`config.mk`:
```
export PLATFORM = sky130hd
export DESIGN_NAME = kvt_cell
export DESIGN_NICKNAME = d
export VERILOG_FILES = /design/src/rtl/key_value_tracker_table_assert.svh /design/src/rtl/kvt_pkg.sv /design/src/rtl/kvt_cell.sv
export SDC_FILE = /design/constraint.sdc
export NUM_CORES = 1
export LEC_CHECK = 0
export ABC_AREA = 1
export BUFFER_PORTS_ARGS = -buffer_cell sky130_fd_sc_hd__buf_2
export CORE_ASPECT_RATIO = 1.25
export CORE_MARGIN = 2
export CORE_UTILIZATION = 40
export CTS_CLUSTER_DIAMETER = 120
export CTS_CLUSTER_SIZE = 14
export DETAILED_ROUTE_END_ITERATION = 7
export HOLD_SLACK_MARGIN = 0.03
export PLACE_DENSITY = 0.73
export SETUP_SLACK_MARGIN = 0.1
export SLEW_MARGIN = 5
export SYNTH_ARGS = -nofsm -noshare
export SYNTH_HDL_FRONTEND = slang
export SYNTH_SLANG_ARGS = --single-unit
export TNS_END_PERCENT = 30
```
`constraint.sdc`:
```
create_clock -name aclk -period 9.2 [get_ports aclk]
set_input_delay 2.76 -clock aclk [delete_from_list [all_inputs] [get_ports aclk]]
set_output_delay 2.76 -clock aclk [all_outputs]
set_load 0.01 [all_outputs]
```
`src/rtl/key_value_tracker_table_assert.svh`:
```
// Assertion macros used by the key/value tracker table top level.
`ifndef KEY_VALUE_TRACKER_TABLE_ASSERT_SVH
`define KEY_VALUE_TRACKER_TABLE_ASSERT_SVH

// The consequent must hold in the same cycle as the antecedent.
`define KVT_ASSERT_IMP(label, clk, rstn, ante, cons) \
    label: assert property (@(posedge clk) disable iff (!(rstn)) (ante) |-> (cons)) \
        else $error("key/value table assertion failed");

// The consequent must hold in the cycle after the antecedent.
`define KVT_ASSERT_NXT(label, clk, rstn, ante, cons) \
    label: assert property (@(posedge clk) disable iff (!(rstn)) (ante) |=> (cons)) \
        else $error("key/value table assertion failed");

`endif

```
`src/rtl/kvt_pkg.sv`:
```
// Types and codes shared by the key/value tracker table modules.
package kvt_pkg;

    localparam int KEY_W   = 32;
    localparam int VAL_W   = 32;
    localparam int LIVE_W  = 7;
    localparam int LIVE_MAX = 127;

    typedef enum logic [1:0] {
        REQ_INSERT = 2'd0,
        REQ_REMOVE = 2'd1,
        REQ_LOOKUP = 2'd2,
        REQ_CLEAR  = 2'd3
    } kvt_req_t;

    typedef enum logic [1:0] {
        ST_OK   = 2'd0,
        ST_DUP  = 2'd1,
        ST_FULL = 2'd2,
        ST_MISS = 2'd3
    } kvt_status_t;

    typedef enum logic [1:0] {
        FSM_IDLE,
        FSM_WALK,
        FSM_FIN
    } kvt_state_t;

    // Request token that walks the cell chain, gathering match and free-slot results.
    typedef struct packed {
        logic             valid;
        kvt_req_t         req;
        logic [KEY_W-1:0] key;
        logic             hit;
        logic [VAL_W-1:0] value;
        logic             free_hit;
    } kvt_tok_t;

    // Update broadcast to every cell when a request completes.
    typedef struct packed {
        logic             we;
        logic             clr;
        logic [KEY_W-1:0] key;
        logic [VAL_W-1:0] value;
    } kvt_wr_t;

endpackage

```
`src/rtl/kvt_cell.sv`:
```
// One table slot: holds a key and value and passes the request token to the next slot.
module kvt_cell #(
    parameter int IDX_W    = 6,
    parameter int CELL_IDX = 0
) (
    input  logic               aclk,
    input  logic               aresetn,
    input  kvt_pkg::kvt_tok_t  tok_in,
    input  logic [IDX_W-1:0]   free_idx_in,
    output kvt_pkg::kvt_tok_t  tok_out,
    output logic [IDX_W-1:0]   free_idx_out,
    input  kvt_pkg::kvt_wr_t   wr,
    input  logic [IDX_W-1:0]   wr_idx
);
    import kvt_pkg::*;

    logic             valid_reg;
    logic [KEY_W-1:0] key_reg;
    logic [VAL_W-1:0] value_reg;
    kvt_tok_t         tok_reg;
    kvt_tok_t         tok_next;
    logic [IDX_W-1:0] idx_reg;
    logic [IDX_W-1:0] idx_next;
    logic             hit_here;
    logic             sel_here;

    assign hit_here = tok_in.valid && valid_reg && (key_reg == tok_in.key)
                      && (tok_in.req != REQ_CLEAR);
    assign sel_here = wr.we && (wr_idx == IDX_W'(CELL_IDX));

    always_comb begin
        tok_next          = tok_in;
        tok_next.hit      = tok_in.hit | hit_here;
        tok_next.value    = hit_here ? value_reg : tok_in.value;
        tok_next.free_hit = tok_in.free_hit | !valid_reg;
        idx_next          = (!valid_reg && !tok_in.free_hit) ? IDX_W'(CELL_IDX) : free_idx_in;
    end

    always_ff @(posedge aclk) begin
        if (!aresetn) begin
            valid_reg <= 1'b0;
            tok_reg   <= '0;
        end else begin
            tok_reg <= tok_next;
            if (wr.clr) begin
                valid_reg <= 1'b0;
            end else if (sel_here) begin
                valid_reg <= 1'b1;
            end else if (hit_here && tok_in.req == REQ_REMOVE) begin
                valid_reg <= 1'b0;
            end
        end
    end

    always_ff @(posedge aclk) begin
        idx_reg <= idx_next;
        if (sel_here) begin
            key_reg   <= wr.key;
            value_reg <= wr.value;
        end
    end

    assign tok_out      = tok_reg;
    assign free_idx_out = idx_reg;

endmodule

```
==> flow_summary.json <==
{
  "ys_types": 25,
  "track_usage_pct": 16.9,
  "wl_um": 11200,
  "crit_arrival_ps": 4820,
  "place.gp.congestion": 0.754,
  "multiInputGateArea_um2": 1070,
  "drt-initial-drc-count": 104,
  "core_area_um2": 12100,
  "final.min_clock_period_ps": 4530,
  "drc": 0,
  "firstDrtPassIters": 5,
  "cts.clk_slew.worst_paths_ps": 60,
  "io_buffers": 223,
  "via_per_inst": 4.27,
  "fill_cells": 1080,
  "ys_ff_latch": 140,
  "synth-simple-area-share_pct": 16.8,
  "synth-seq-area-share_pct": 69.8,
  "h-tree-depth": 4,
  "cts_buffers": 17,
  "largest_reg_flops": 69,
  "max_freq_ghz": 0.221,
  "synth_compound_area_share_pct": 3.76,
  "synth-xor-area-share_pct": 1.24,
  "syn_nets": 648,
  "postCtsSetupBuffers": 0,
  "netlist_top_cells_area": "edfxtp_1 39%, dfxtp_1 31%, nand2_1 7.7%",
  "critical_path.startpoint_type": "primary input",
  "routedWlPerCell_um": 12.3,
  "fp.dieH_um": 128,
  "setup_violations": 0,
  "layout-drive-gt1-share_pct": 35.0,
  "power_density_nw_per_um2": 218,
  "syn_to_final_growth_pct": 38.2,
  "synth_top_area_share_pct": 39.0,
  "start_util_pct": 40.7,
  "gr-total-overflow": 0,
  "ioPinCount": 224,
  "final_common_cell": "buf_2",
  "finalHoldViolations": 0,
  "via_count": 3873,
  "ctsHoldBuffers": 0,
  "placedInstanceArea_um2": 6190,
  "finalInstanceArea_um2": 6820,
  "synth_top_family_by_area": "simple AND/OR/NAND/NOR gates",
  "synth_fa_ha_area_share_pct": 0,
  "crit_path_max_fanout": 33,
  "dp_hpwl_um": 8010,
  "cts_root_buf": "clkbuf_16",
  "grt_pass1_vias": 3721,
  "cts_resized": 0,
  "synth_top_cell_by_area": "edfxtp_1",
  "report.final.slew_viol_count": 0,
  "ant_nets": 0,
  "hp-class": "reg -> reg",
  "grt_pass1_wl_um": 16600,
  "synthesis.area_um2": 4930,
  "synth_mux_area_share_pct": 0,
  "crit_chain": "buf_2 -> nand2_1 -> inv_1 -> o21ai_0 -> nor2_1 -> nand2_1 -> nor2_2 -> nand2_2 -> clkinv_2 -> nor2_1 -> nor2_1",
  "critPathMaxStageDelay_ps": 570,
  "period_share_pct": 49.2,
  "path_common_cell": "nor2_1",
  "die-area_um2": 13200,
  "num-nets-final": 879,
  "yosysWarnings": 0,
  "postLayoutCoreUtil_pct": 56.3,
  "cts_sinks": 140,
  "cp-end-kind": "flip-flop",
  "row_count": 45,
  "synth_cells": 499,
  "clock_path_buffers": 2,
  "final_cell_mix": "223 x buf_2, 101 x nand2_1, 96 x nor2_1, 89 x inv_1, 76 x dfxtp_1",
  "max-slew-margin-rel_pct": 43.5,
  "cap_violations": 0,
  "grt_start_max_net_pins": 69,
  "antenna_found_initial": 1,
  "vdd_drop_max_v": 0.000141,
  "tightest_slew_ps": 847,
  "register_area_um2": 3440,
  "fin_worst_skew_ps": 9.20,
  "grt_setup_unrepaired": "no",
  "cp.required_ps": 9490,
  "fp.dieW_um": 103,
  "synth_area_per_cell_um2": 9.88,
  "cts_tree": "done",
  "setup.worst_path.class": "in -> reg",
  "clkLatencyLatePin_ps": 410,
  "critPathSlowestCell": "clkinv_2",
  "finalSetupTns_ps": 0,
  "p_leak_uw": 0.00352,
  "status": "finished clean"
}
metrics by stage:
step,instances,total power (µW),hold WS [ps],setup WS [ps]
3_3_place_gp,875,782,461,4270
3_5_place_dp,875,785,471,4220
4_1_cts,907,1500,486,4630
6_report,908,1480,482,4670
2_1_floorplan,499,726,453,4220
5_1_grt,907,1550,510,4440
final cells by class:
class / count / area share [%]
Clock buffer: 17 / 6.24
Sequential cell: 140 / 50.5
Clock inverter: 15 / 2.86
Antenna cell: 1 / 0.0367
Inverter: 90 / 4.97
Timing Repair Buffer: 225 / 16.6
Tap cell: 164 / 3.01
Multi-Input combinational cell: 256 / 15.8
cell usage after synthesis:
library cell,instances
nand2_2,1
or2_0,2
nor2_1,96
a21oi_1,4
and2_1,1
nor2_2,1
edfxtp_1,64
dfxtp_1,76
nor4_1,1
nor3_1,2
nand3_1,4
nand2_1,101
clkbuf_2,2
o21ai_1,29
xor2_1,3
nand4_1,1
clkbuf_1,7
o21ai_0,4
buf_6,3
buf_2,1
clkinv_2,1
or2_2,1
xnor2_1,4
nor3b_1,1
inv_1,89
metal layers:
metal  track usage [%]  vias up  routed length [µm]
li1                  -     1987                   -
met1              18.2     1725                4410
met2              29.6      154                5720
met3              7.36        7                 977
met4              5.26        0                  78
met5                 0        -                   0
final timing paths:
kind / slack, ps / start / cells after the start / end
max: 4670 / tok_in[37] / 11 / tok_out[12]
min: 480 / value_reg[4] / 2 / tok_out[5]
max reg2reg: 6740 / key_reg[3] / 10 / tok_out[12]
min reg2reg: 480 / value_reg[4] / 2 / tok_out[5]
kinds of logic (layout without fill, tap and decap cells):
group | count (synthesis) | count (layout)
xor+xnor | 7 | 7
flops | 140 | 140
simple gates | 212 | 212
buf+inv | 103 | 347
compound gates | 37 | 37
other cells | 0 | 1
worst max-delay path, delay by kind of cell:
| family | cells | cell delay (ps) |
|---|---|---|
| compound gates | 1 | 190 |
| simple gates | 7 | 1120 |
| buf+inv | 3 | 720 |
where the power goes:
| part | internal [µW] | switching [µW] |
|---|---|---|
| Clock | 453 | 261 |
| Combinational | 46.9 | 49.1 |
| Sequential | 670 | 4.73 |
| Total | 1170 | 315 |
Note: power is estimated with default switching activity, not from simulation.
